File: src/rtl/flat_json_object_tokenizer_defines.svh
// ----------------------------------------------------------------------------
// Assertion macros for the flat JSON object tokenizer
// Clocked on clk_i; FJT_ASSERT is disabled during reset, FJT_ASSERT_RST is not.
// ----------------------------------------------------------------------------
`ifndef FLAT_JSON_OBJECT_TOKENIZER_DEFINES_SVH
`define FLAT_JSON_OBJECT_TOKENIZER_DEFINES_SVH

`ifndef NO_ASSERTIONS
`define FJT_ASSERT(lbl, prop) \
  lbl: assert property (@(posedge clk_i) disable iff (!rst_ni) (prop)) \
    else $error("fjt assertion failed");
`define FJT_ASSERT_RST(lbl, prop) \
  lbl: assert property (@(posedge clk_i) (prop)) \
    else $error("fjt reset assertion failed");
`else
`define FJT_ASSERT(lbl, prop)
`define FJT_ASSERT_RST(lbl, prop)
`endif

`endif

File: src/rtl/fjt_pkg.sv
// ----------------------------------------------------------------------------
// fjt_pkg
// Result kinds, character codes and the per-byte result bundle.
// ----------------------------------------------------------------------------
package fjt_pkg;

  typedef enum logic [2:0] {
    KIND_KEY_BYTE = 3'd0,
    KIND_VAL_BYTE = 3'd1,
    KIND_KEY_END  = 3'd2,
    KIND_VAL_END  = 3'd3,
    KIND_ACCEPT   = 3'd4,
    KIND_REJECT   = 3'd5
  } item_kind_e;

  localparam logic [7:0] CH_LBRACE = 8'h7B;
  localparam logic [7:0] CH_RBRACE = 8'h7D;
  localparam logic [7:0] CH_QUOTE  = 8'h22;
  localparam logic [7:0] CH_COLON  = 8'h3A;
  localparam logic [7:0] CH_COMMA  = 8'h2C;
  localparam logic [7:0] CH_SPACE  = 8'h20;
  localparam logic [7:0] CH_NL     = 8'h0A;
  localparam logic [7:0] CH_BSLASH = 8'h5C;

  localparam int unsigned MaxResults = 3;

  typedef struct packed {
    item_kind_e kind;
    logic [7:0] data;
  } entry_t;

  // results caused by one input byte; count is 1..3 when pushed
  typedef struct packed {
    logic [1:0]                  count;
    entry_t [MaxResults-1:0]     ent;
  } bundle_t;

endpackage

File: src/rtl/flat_json_object_tokenizer.sv
// ----------------------------------------------------------------------------
// flat_json_object_tokenizer
// Checks a flat object of quoted string pairs and streams its tokens.
// ----------------------------------------------------------------------------
// Input channel (in_valid_i/in_ready_o): one text byte per item, with
// end_of_text_i marking the last byte of a text; the parser restarts after it.
// Output channel (out_valid_o/out_ready_i): one token per item - key byte,
// value byte, key end, value end, accepted or rejected - with last_of_run_o
// set on the final token caused by an input byte. Bytes yielding no token
// (opening braces, colons, whitespace, opening quotes, bytes after a verdict)
// produce nothing on the output.
// A byte's tokens pass through the bundle queue, then the output register.
// Throughput: one byte per cycle while each byte yields at most one token; a
// byte yielding several tokens fills the output register one token at a time,
// and the bundle queue (QueueDepth entries) absorbs the difference.
// When the receiver stalls, tokens wait in the output register and the
// queue; input is stalled only once the queue is full.
// Reset clears parser state, queue and output valid; no tokens are pending.
// ----------------------------------------------------------------------------
module flat_json_object_tokenizer import fjt_pkg::*; #(
  parameter int unsigned QueueDepth = 4
) (
  input  logic       clk_i,
  input  logic       rst_ni,
  input  logic       in_valid_i,
  output logic       in_ready_o,
  input  logic [7:0] in_byte_i,
  input  logic       end_of_text_i,
  output logic       out_valid_o,
  input  logic       out_ready_i,
  output logic [2:0] item_kind_o,
  output logic [7:0] out_byte_o,
  output logic       last_of_run_o
);

  logic    q_full;
  logic    push;
  logic    pop;
  logic    head_valid;
  bundle_t push_bundle;
  bundle_t head;

  fjt_front u_front (
    .clk_i         (clk_i),
    .rst_ni        (rst_ni),
    .in_valid_i    (in_valid_i),
    .in_ready_o    (in_ready_o),
    .in_byte_i     (in_byte_i),
    .end_of_text_i (end_of_text_i),
    .q_full_i      (q_full),
    .push_o        (push),
    .bundle_o      (push_bundle)
  );

  fjt_queue #(
    .Depth (QueueDepth)
  ) u_queue (
    .clk_i        (clk_i),
    .rst_ni       (rst_ni),
    .push_i       (push),
    .bundle_i     (push_bundle),
    .pop_i        (pop),
    .full_o       (q_full),
    .head_valid_o (head_valid),
    .head_o       (head)
  );

  fjt_back u_back (
    .clk_i         (clk_i),
    .rst_ni        (rst_ni),
    .head_valid_i  (head_valid),
    .head_i        (head),
    .pop_o         (pop),
    .out_valid_o   (out_valid_o),
    .out_ready_i   (out_ready_i),
    .item_kind_o   (item_kind_o),
    .out_byte_o    (out_byte_o),
    .last_of_run_o (last_of_run_o)
  );

endmodule

File: src/rtl/fjt_front.sv
// ----------------------------------------------------------------------------
// fjt_front
// Parser state machine: classifies each byte and builds its result bundle.
// ----------------------------------------------------------------------------
`include "flat_json_object_tokenizer_defines.svh"

module fjt_front import fjt_pkg::*; (
  input  logic       clk_i,
  input  logic       rst_ni,
  input  logic       in_valid_i,
  output logic       in_ready_o,
  input  logic [7:0] in_byte_i,
  input  logic       end_of_text_i,
  input  logic       q_full_i,
  output logic       push_o,
  output bundle_t    bundle_o
);

  localparam logic [3:0] PH_WAIT_OPEN   = 4'd0;
  localparam logic [3:0] PH_AFTER_OPEN  = 4'd1;
  localparam logic [3:0] PH_KEY_FIRST   = 4'd2;
  localparam logic [3:0] PH_KEY         = 4'd3;
  localparam logic [3:0] PH_AFTER_KEY   = 4'd4;
  localparam logic [3:0] PH_AFTER_COLON = 4'd5;
  localparam logic [3:0] PH_VALUE       = 4'd6;
  localparam logic [3:0] PH_AFTER_VALUE = 4'd7;
  localparam logic [3:0] PH_DONE        = 4'd8;

  logic [3:0] phase_q, phase_d;
  logic       held_q, held_d;
  logic       accept;

  assign in_ready_o = !q_full_i;
  assign accept     = in_valid_i && in_ready_o;

  always_comb begin
    logic [1:0] n;
    logic       is_sp;
    logic       in_str;
    item_kind_e kbyte;
    item_kind_e kend;
    logic [3:0] nxt;
    n        = 2'd0;
    is_sp    = (in_byte_i == CH_SPACE) || (in_byte_i == CH_NL);
    in_str   = 1'b0;
    phase_d  = phase_q;
    held_d   = held_q;
    bundle_o = '0;
    if (phase_q == PH_VALUE) begin
      kbyte = KIND_VAL_BYTE;
      kend  = KIND_VAL_END;
      nxt   = PH_AFTER_VALUE;
    end else begin
      kbyte = KIND_KEY_BYTE;
      kend  = KIND_KEY_END;
      nxt   = PH_AFTER_KEY;
    end

    unique case (phase_q)
      PH_WAIT_OPEN: begin
        if (in_byte_i == CH_LBRACE) phase_d = PH_AFTER_OPEN;
        else phase_d = PH_DONE;
      end
      PH_AFTER_OPEN: begin
        if (in_byte_i == CH_QUOTE) phase_d = PH_KEY_FIRST;
        else if (!is_sp) phase_d = PH_DONE;
      end
      PH_KEY_FIRST: begin
        if (in_byte_i == CH_QUOTE) phase_d = PH_DONE;  // empty key
        else begin
          phase_d = PH_KEY;
          in_str  = 1'b1;
        end
      end
      PH_KEY, PH_VALUE: in_str = 1'b1;
      PH_AFTER_KEY: begin
        if (in_byte_i == CH_COLON) phase_d = PH_AFTER_COLON;
        else if (!is_sp) phase_d = PH_DONE;
      end
      PH_AFTER_COLON: begin
        if (in_byte_i == CH_QUOTE) begin
          phase_d = PH_VALUE;
          held_d  = 1'b0;
        end else if (!is_sp) begin
          phase_d = PH_DONE;
        end
      end
      PH_AFTER_VALUE: begin
        if (in_byte_i == CH_COMMA) phase_d = PH_AFTER_OPEN;
        else if (in_byte_i == CH_RBRACE) begin
          bundle_o.ent[n].kind = KIND_ACCEPT;
          n       = n + 2'd1;
          phase_d = PH_DONE;
          held_d  = 1'b0;
        end else if (!is_sp) phase_d = PH_DONE;
      end
      default: ;
    endcase

    // a rejection from the phase logic lands in PH_DONE without a result yet
    if (phase_d == PH_DONE && phase_q != PH_DONE && n == 2'd0) begin
      bundle_o.ent[n].kind = KIND_REJECT;
      n      = n + 2'd1;
      held_d = 1'b0;
    end

    if (in_str) begin
      if (in_byte_i == CH_QUOTE) begin
        if (held_q) begin
          bundle_o.ent[n].kind = kbyte;
          bundle_o.ent[n].data = CH_QUOTE;
          n      = n + 2'd1;
          held_d = 1'b0;
        end else begin
          bundle_o.ent[n].kind = kend;
          n       = n + 2'd1;
          phase_d = nxt;
        end
      end else if (in_byte_i == CH_BSLASH) begin
        if (held_q) begin
          bundle_o.ent[n].kind = kbyte;
          bundle_o.ent[n].data = CH_BSLASH;
          n = n + 2'd1;
        end
        held_d = 1'b1;
      end else begin
        if (held_q) begin
          bundle_o.ent[n].kind = kbyte;
          bundle_o.ent[n].data = CH_BSLASH;
          n = n + 2'd1;
        end
        held_d = 1'b0;
        bundle_o.ent[n].kind = kbyte;
        bundle_o.ent[n].data = in_byte_i;
        n = n + 2'd1;
      end
    end

    if (end_of_text_i) begin
      if (phase_d < PH_DONE) begin
        bundle_o.ent[n].kind = KIND_REJECT;
        n = n + 2'd1;
      end
      phase_d = PH_WAIT_OPEN;
      held_d  = 1'b0;
    end

    bundle_o.count = n;
  end

  assign push_o = accept && (bundle_o.count != 2'd0);

  always_ff @(posedge clk_i or negedge rst_ni) begin
    if (!rst_ni) begin
      phase_q <= PH_WAIT_OPEN;
      held_q  <= 1'b0;
    end else if (accept) begin
      phase_q <= phase_d;
      held_q  <= held_d;
    end
  end

  // a pending backslash only exists inside a key or value
  `FJT_ASSERT(a_held_in_string, held_q |-> (phase_q == PH_KEY || phase_q == PH_VALUE))
  // end of text always returns the parser to its start
  `FJT_ASSERT(a_eot_restart, (accept && end_of_text_i) |=> (phase_q == PH_WAIT_OPEN && !held_q))

endmodule

File: src/rtl/fjt_queue.sv
// ----------------------------------------------------------------------------
// fjt_queue
// Small register FIFO of result bundles between parser and output stage.
// ----------------------------------------------------------------------------
`include "flat_json_object_tokenizer_defines.svh"

module fjt_queue import fjt_pkg::*; #(
  parameter int unsigned Depth = 4
) (
  input  logic    clk_i,
  input  logic    rst_ni,
  input  logic    push_i,
  input  bundle_t bundle_i,
  input  logic    pop_i,
  output logic    full_o,
  output logic    head_valid_o,
  output bundle_t head_o
);

  localparam int unsigned PW = (Depth > 1) ? $clog2(Depth) : 1;
  localparam int unsigned CW = $clog2(Depth + 1);
  localparam logic [PW-1:0] LastPtr = PW'(Depth - 1);
  localparam logic [CW-1:0] DepthC  = CW'(Depth);

  bundle_t         mem_q [Depth];
  logic [PW-1:0]   wr_ptr_q, rd_ptr_q;
  logic [CW-1:0]   cnt_q, cnt_d;

  assign full_o       = (cnt_q == DepthC);
  assign head_valid_o = (cnt_q != '0);
  assign head_o       = mem_q[rd_ptr_q];

  always_comb begin
    cnt_d = cnt_q;
    if (push_i && !pop_i) cnt_d = cnt_q + 1'b1;
    else if (pop_i && !push_i) cnt_d = cnt_q - 1'b1;
  end

  always_ff @(posedge clk_i) begin
    if (push_i) mem_q[wr_ptr_q] <= bundle_i;
  end

  always_ff @(posedge clk_i or negedge rst_ni) begin
    if (!rst_ni) begin
      wr_ptr_q <= '0;
      rd_ptr_q <= '0;
      cnt_q    <= '0;
    end else begin
      if (push_i) wr_ptr_q <= (wr_ptr_q == LastPtr) ? '0 : wr_ptr_q + 1'b1;
      if (pop_i)  rd_ptr_q <= (rd_ptr_q == LastPtr) ? '0 : rd_ptr_q + 1'b1;
      cnt_q <= cnt_d;
    end
  end

  `FJT_ASSERT(a_no_push_full, push_i |-> !full_o)
  `FJT_ASSERT(a_no_pop_empty, pop_i |-> head_valid_o)
  // count is unknown until reset is first applied
  `FJT_ASSERT_RST(a_cnt_range, !rst_ni || (cnt_q <= DepthC))

endmodule

File: src/rtl/fjt_back.sv
// ----------------------------------------------------------------------------
// fjt_back
// Unpacks each bundle into single result items through an output register.
// ----------------------------------------------------------------------------
`include "flat_json_object_tokenizer_defines.svh"

module fjt_back import fjt_pkg::*; (
  input  logic       clk_i,
  input  logic       rst_ni,
  input  logic       head_valid_i,
  input  bundle_t    head_i,
  output logic       pop_o,
  output logic       out_valid_o,
  input  logic       out_ready_i,
  output logic [2:0] item_kind_o,
  output logic [7:0] out_byte_o,
  output logic       last_of_run_o
);

  logic [1:0] idx_q, idx_d;
  logic       valid_q;
  item_kind_e kind_q;
  logic [7:0] data_q;
  logic       last_q;
  logic       load;
  logic       is_last;
  entry_t     cur;

  assign load    = head_valid_i && (!valid_q || out_ready_i);
  assign cur     = head_i.ent[idx_q];
  assign is_last = (idx_q == head_i.count - 2'd1);
  assign pop_o   = load && is_last;
  assign idx_d   = is_last ? 2'd0 : idx_q + 2'd1;

  always_ff @(posedge clk_i or negedge rst_ni) begin
    if (!rst_ni) begin
      valid_q <= 1'b0;
      idx_q   <= 2'd0;
    end else begin
      if (load) begin
        valid_q <= 1'b1;
        idx_q   <= idx_d;
      end else if (out_ready_i) begin
        valid_q <= 1'b0;
      end
    end
  end

  always_ff @(posedge clk_i) begin
    if (load) begin
      kind_q <= cur.kind;
      data_q <= cur.data;
      last_q <= is_last;
    end
  end

  assign out_valid_o   = valid_q;
  assign item_kind_o   = kind_q;
  assign out_byte_o    = data_q;
  assign last_of_run_o = last_q;

  // mid-bundle index never outruns the bundle's count
  `FJT_ASSERT(a_idx_in_bundle, head_valid_i |-> (idx_q < head_i.count))
  `FJT_ASSERT(a_idx_idle_zero, !head_valid_i |-> (idx_q == 2'd0))

endmodule

File: config.mk
export PLATFORM = sky130hd
export DESIGN_NAME = flat_json_object_tokenizer
export DESIGN_NICKNAME = d
export VERILOG_FILES = /design/src/rtl/fjt_pkg.sv /design/src/rtl/flat_json_object_tokenizer.sv /design/src/rtl/fjt_front.sv /design/src/rtl/fjt_queue.sv /design/src/rtl/fjt_back.sv
export VERILOG_INCLUDE_DIRS = /design/src /design/src/rtl
export SDC_FILE = /design/constraint.sdc
export NUM_CORES = 1
export LEC_CHECK = 0
export ABC_AREA = 1
export BUFFER_PORTS_ARGS = -buffer_cell sky130_fd_sc_hd__buf_2
export CAP_MARGIN = 10
export CORE_MARGIN = 1.5
export CORE_UTILIZATION = 40
export CTS_CLUSTER_SIZE = 28
export DETAILED_ROUTE_END_ITERATION = 8
export GPL_TIMING_DRIVEN = 0
export PLACE_DENSITY = 0.62
export REMOVE_ABC_BUFFERS = 1
export SLEW_MARGIN = 30
export SYNTH_ARGS = -nofsm -noshare
export SYNTH_HDL_FRONTEND = slang
export SYNTH_SLANG_ARGS = --single-unit
File: constraint.sdc
create_clock -name clk_i -period 8.4 [get_ports clk_i]
set_clock_uncertainty 0.05 [all_clocks]
set_input_delay 0.42 -clock clk_i [delete_from_list [all_inputs] [get_ports clk_i]]
set_output_delay 0.42 -clock clk_i [all_outputs]
set_load 0.05 [all_outputs]
==> impl_results.md <==
* Die width at 141.2 um
* Root Driver: clkbuf_16
* CTS max path bufs at 2
* EDFF count, synth at between 150 and 200
* GRT Total Usage at 0.1962
* Setup TNS at 0 ns
* Sequential area share after synthesis at 0.6462
* Wire per inst at between 15 and 20 um
* Fin crit share at 0.5200
* Worst Setup Start Kind: primary input
* Core area at around 19000 um2
* First-pass GRT wire length at a little under 30 mm
* Finished Cell Area at between 8000 and 9000 um2
* Initial DRC count at 559
* Min Tclk post-route at approximately 4.4 ns
* Die area at between 15000 and 20000 um2
* Setup violators final at 0
* Total Wirelength at 18.54 mm
* Yosys warnings at 0
* Fin util at 0.4751
* WHS Endpoint: u_back.out_valid_o
* Critical Path Sink Type: flip-flop
* WP buf/inv at 5
* Row cnt at 50
* Placed insts at 935
* N_diodes at 0
* Gpl congestion at around 0.87
* Max-Cap Viols at 0
* Final max-slew violation count at 0
* Slew @ Worst Pin at 0.7716 ns
* Max H-tree Level at 4
* Max frequency at between 0.2 and 0.25 GHz
* Fillcell total at between 1500 and 2000
* # DRC at 0
* Worst path slowest cell: fa_1
* Slew headroom at 0.4851
* Hold_sp: out_ready_i
* Initial Util at 0.4087
* Leak pwr at 0.003252 uW
* Clock Sinks at approximately 170
* RSZ-0062 raised after global routing: false
* Final Hold Viols at 0
* CTS resizes at 0
* Initial antenna violation count at 0
* Final HPWL DP at ~12 mm
* Post-Syn Area at around 7600 um2
* Placed inst area at ~8300 um2
* Vias in the first global route at between 5000 and 6000
* Maximum VDD drop at ~250 uV
* Crit-path leading delay family: simple AND/OR/NAND/NOR gates
* CP required at 8.66 ns
* Vias per cell at approximately 5.5
* Dominant synthesized flop cell: edfxtp_1
* Grt ovf at 0
* TritonCTS buffer count at 17
* Yosys reg bits at between 150 and 200
* Non-filler instance count after layout at slightly below 1000
* R2r endpoint: u_queue.cnt_q[2]
* R2r startpoint: u_front.phase_q[3]
* CP max stage delay at about 0.44 ns
* PD cells at ~450 nW/um2
* Layout area overhead at 16.24%
* Reg clk slew, reported paths at ~0.07 ns
* Avg Cell Area, Syn at approximately 11 um2
* Synth cell types at 38
* R2R cell count at 22
* Clk_lat worst skew at between 0.4 and 0.5 ns
* Mapped Cells at between 600 and 700
* HP Class: primary input to flip-flop
* Critical-path maximum fanout at 11
* Share of cells above drive strength 1 at 0.1608
* Hold Crit Depth at 2
* Drt first pass iters at 5
* Final net count at around 750
* Reg2Reg Setup Slack at a little over 4 ns
* I/O pin total at 27
* Status: completed
* Routed vias at roughly 5300
* Crit path kind: primary input to flip-flop
* Pin count of the biggest net entering global routing at just over 70
* CTS tree: done
* I/O Buffers at 26
* Final ANT Viol Nets at 0
* Die span in y at around 140 um
* Crit path DAT at around 4.6 ns
* Post-synth ARST share at 0.08982
synth_stat cells, drive strengths merged, types with 7 or more instances:
cell | number | area share
nor3 | 13 | 0.0085
o21ai | 90 | 0.059
a32o | 8 | 0.010
clkbuf | 26 | 0.013
dfrtp | 15 | 0.049
o211ai | 7 | 0.0069
o22ai | 18 | 0.017
edfxtp | 152 | 0.60
nand3 | 23 | 0.018
nor2 | 113 | 0.059
ha | 14 | 0.023
inv | 59 | 0.029
o221ai | 18 | 0.021
nand2 | 94 | 0.057
a21oi | 19 | 0.012
layer usage:
layer	share of wire	track usage
met5	0	0
met4	0.021	0.06743
met3	0.050	0.03601
met2	0.49	0.3269
met1	0.44	0.2583
report_power, final:
part	total [uW]	leakage, uW	internal [uW]	switching, uW
registers	1480	0.00161	1330	150
logic	1690	0.00137	520	1170
clock network	797	0.000279	469	328
cell families (layout without fill, tap and decap cells):
group	Yosys count	in the layout	share of synthesized area
and+or+nand+nor	247	247	0.1455
DFF	167	167	0.6462
AOI/OAI and AO/OA	166	166	0.1316
buffers and inverters	91	131	0.04615
adders and majority gates	15	15	0.02553
xor gates and xnor gates	4	4	0.004583
other	1	4	0.0004905
through the flow:
step           hold slack (ns)  worst slack [ns]  total power (uW)
6_report                0.1414             4.032              3975
5_1_grt                 0.1520             3.702              4233
4_1_cts                 0.1320             4.036              3991
3_5_place_dp            0.2980             3.588              3197
3_3_place_gp            0.2939             1.634              2999
2_1_floorplan          0.07441             3.534              2566
how the worst max path moves through the flow:
stage,from,to,cells past startpoint
after detailed placement,in_byte_i[4],u_queue.cnt_q[2],25
final,in_byte_i[4],u_queue.cnt_q[2],25
after global routing,in_byte_i[4],u_queue.cnt_q[2],25
after global placement,in_byte_i[4],u_queue.mem_q[3][24],19
after floorplan,in_byte_i[7],u_queue.mem_q[3][0],18
after CTS,in_byte_i[4],u_queue.cnt_q[2],25
cells in the final DEF (no fill, tap or decap), drive strengths merged, types with 13 or more instances in the layout:
cell and n:
edfxtp 152, nor2 113, nand2 94, o21ai 90, inv 62, buf 36
nand3 23, a21oi 19, o221ai 18, o22ai 18, clkbuf 17, dfrtp 15
ha 14, nor3 13
area by class of cell:
cell class | count | area (um2) | area share
inverter | 62 | 240.2 | 0.02703
clock buffer | 17 | 425.4 | 0.04787
clock inverter | 15 | 177.7 | 0.01999
sequential | 167 | 4946 | 0.5566
timing repair buffer | 37 | 395.4 | 0.04449
tap | 234 | 292.8 | 0.03295
multi-input combinational | 436 | 2409 | 0.2711
timing repair:
item,in CTS,in global routing
endpoints found under the setup margin,0,0
setup buffers,0,0
hold buffers,1,0
hold endpoints to repair,15,0
state kept, by name, summed over array words and instances (netlist names):
register / count
u_back.idx_q: 2
u_back.item_kind_o: 3
u_back.last_of_run_o: 1
u_back.out_byte_o: 8
u_back.out_valid_o: 1
u_front.held_q: 1
u_front.phase_q: 4
u_queue.cnt_q: 3
u_queue.mem_q: 140
u_queue.rd_ptr_q: 2
u_queue.wr_ptr_q: 2
Power figures use the tool's default switching activity.
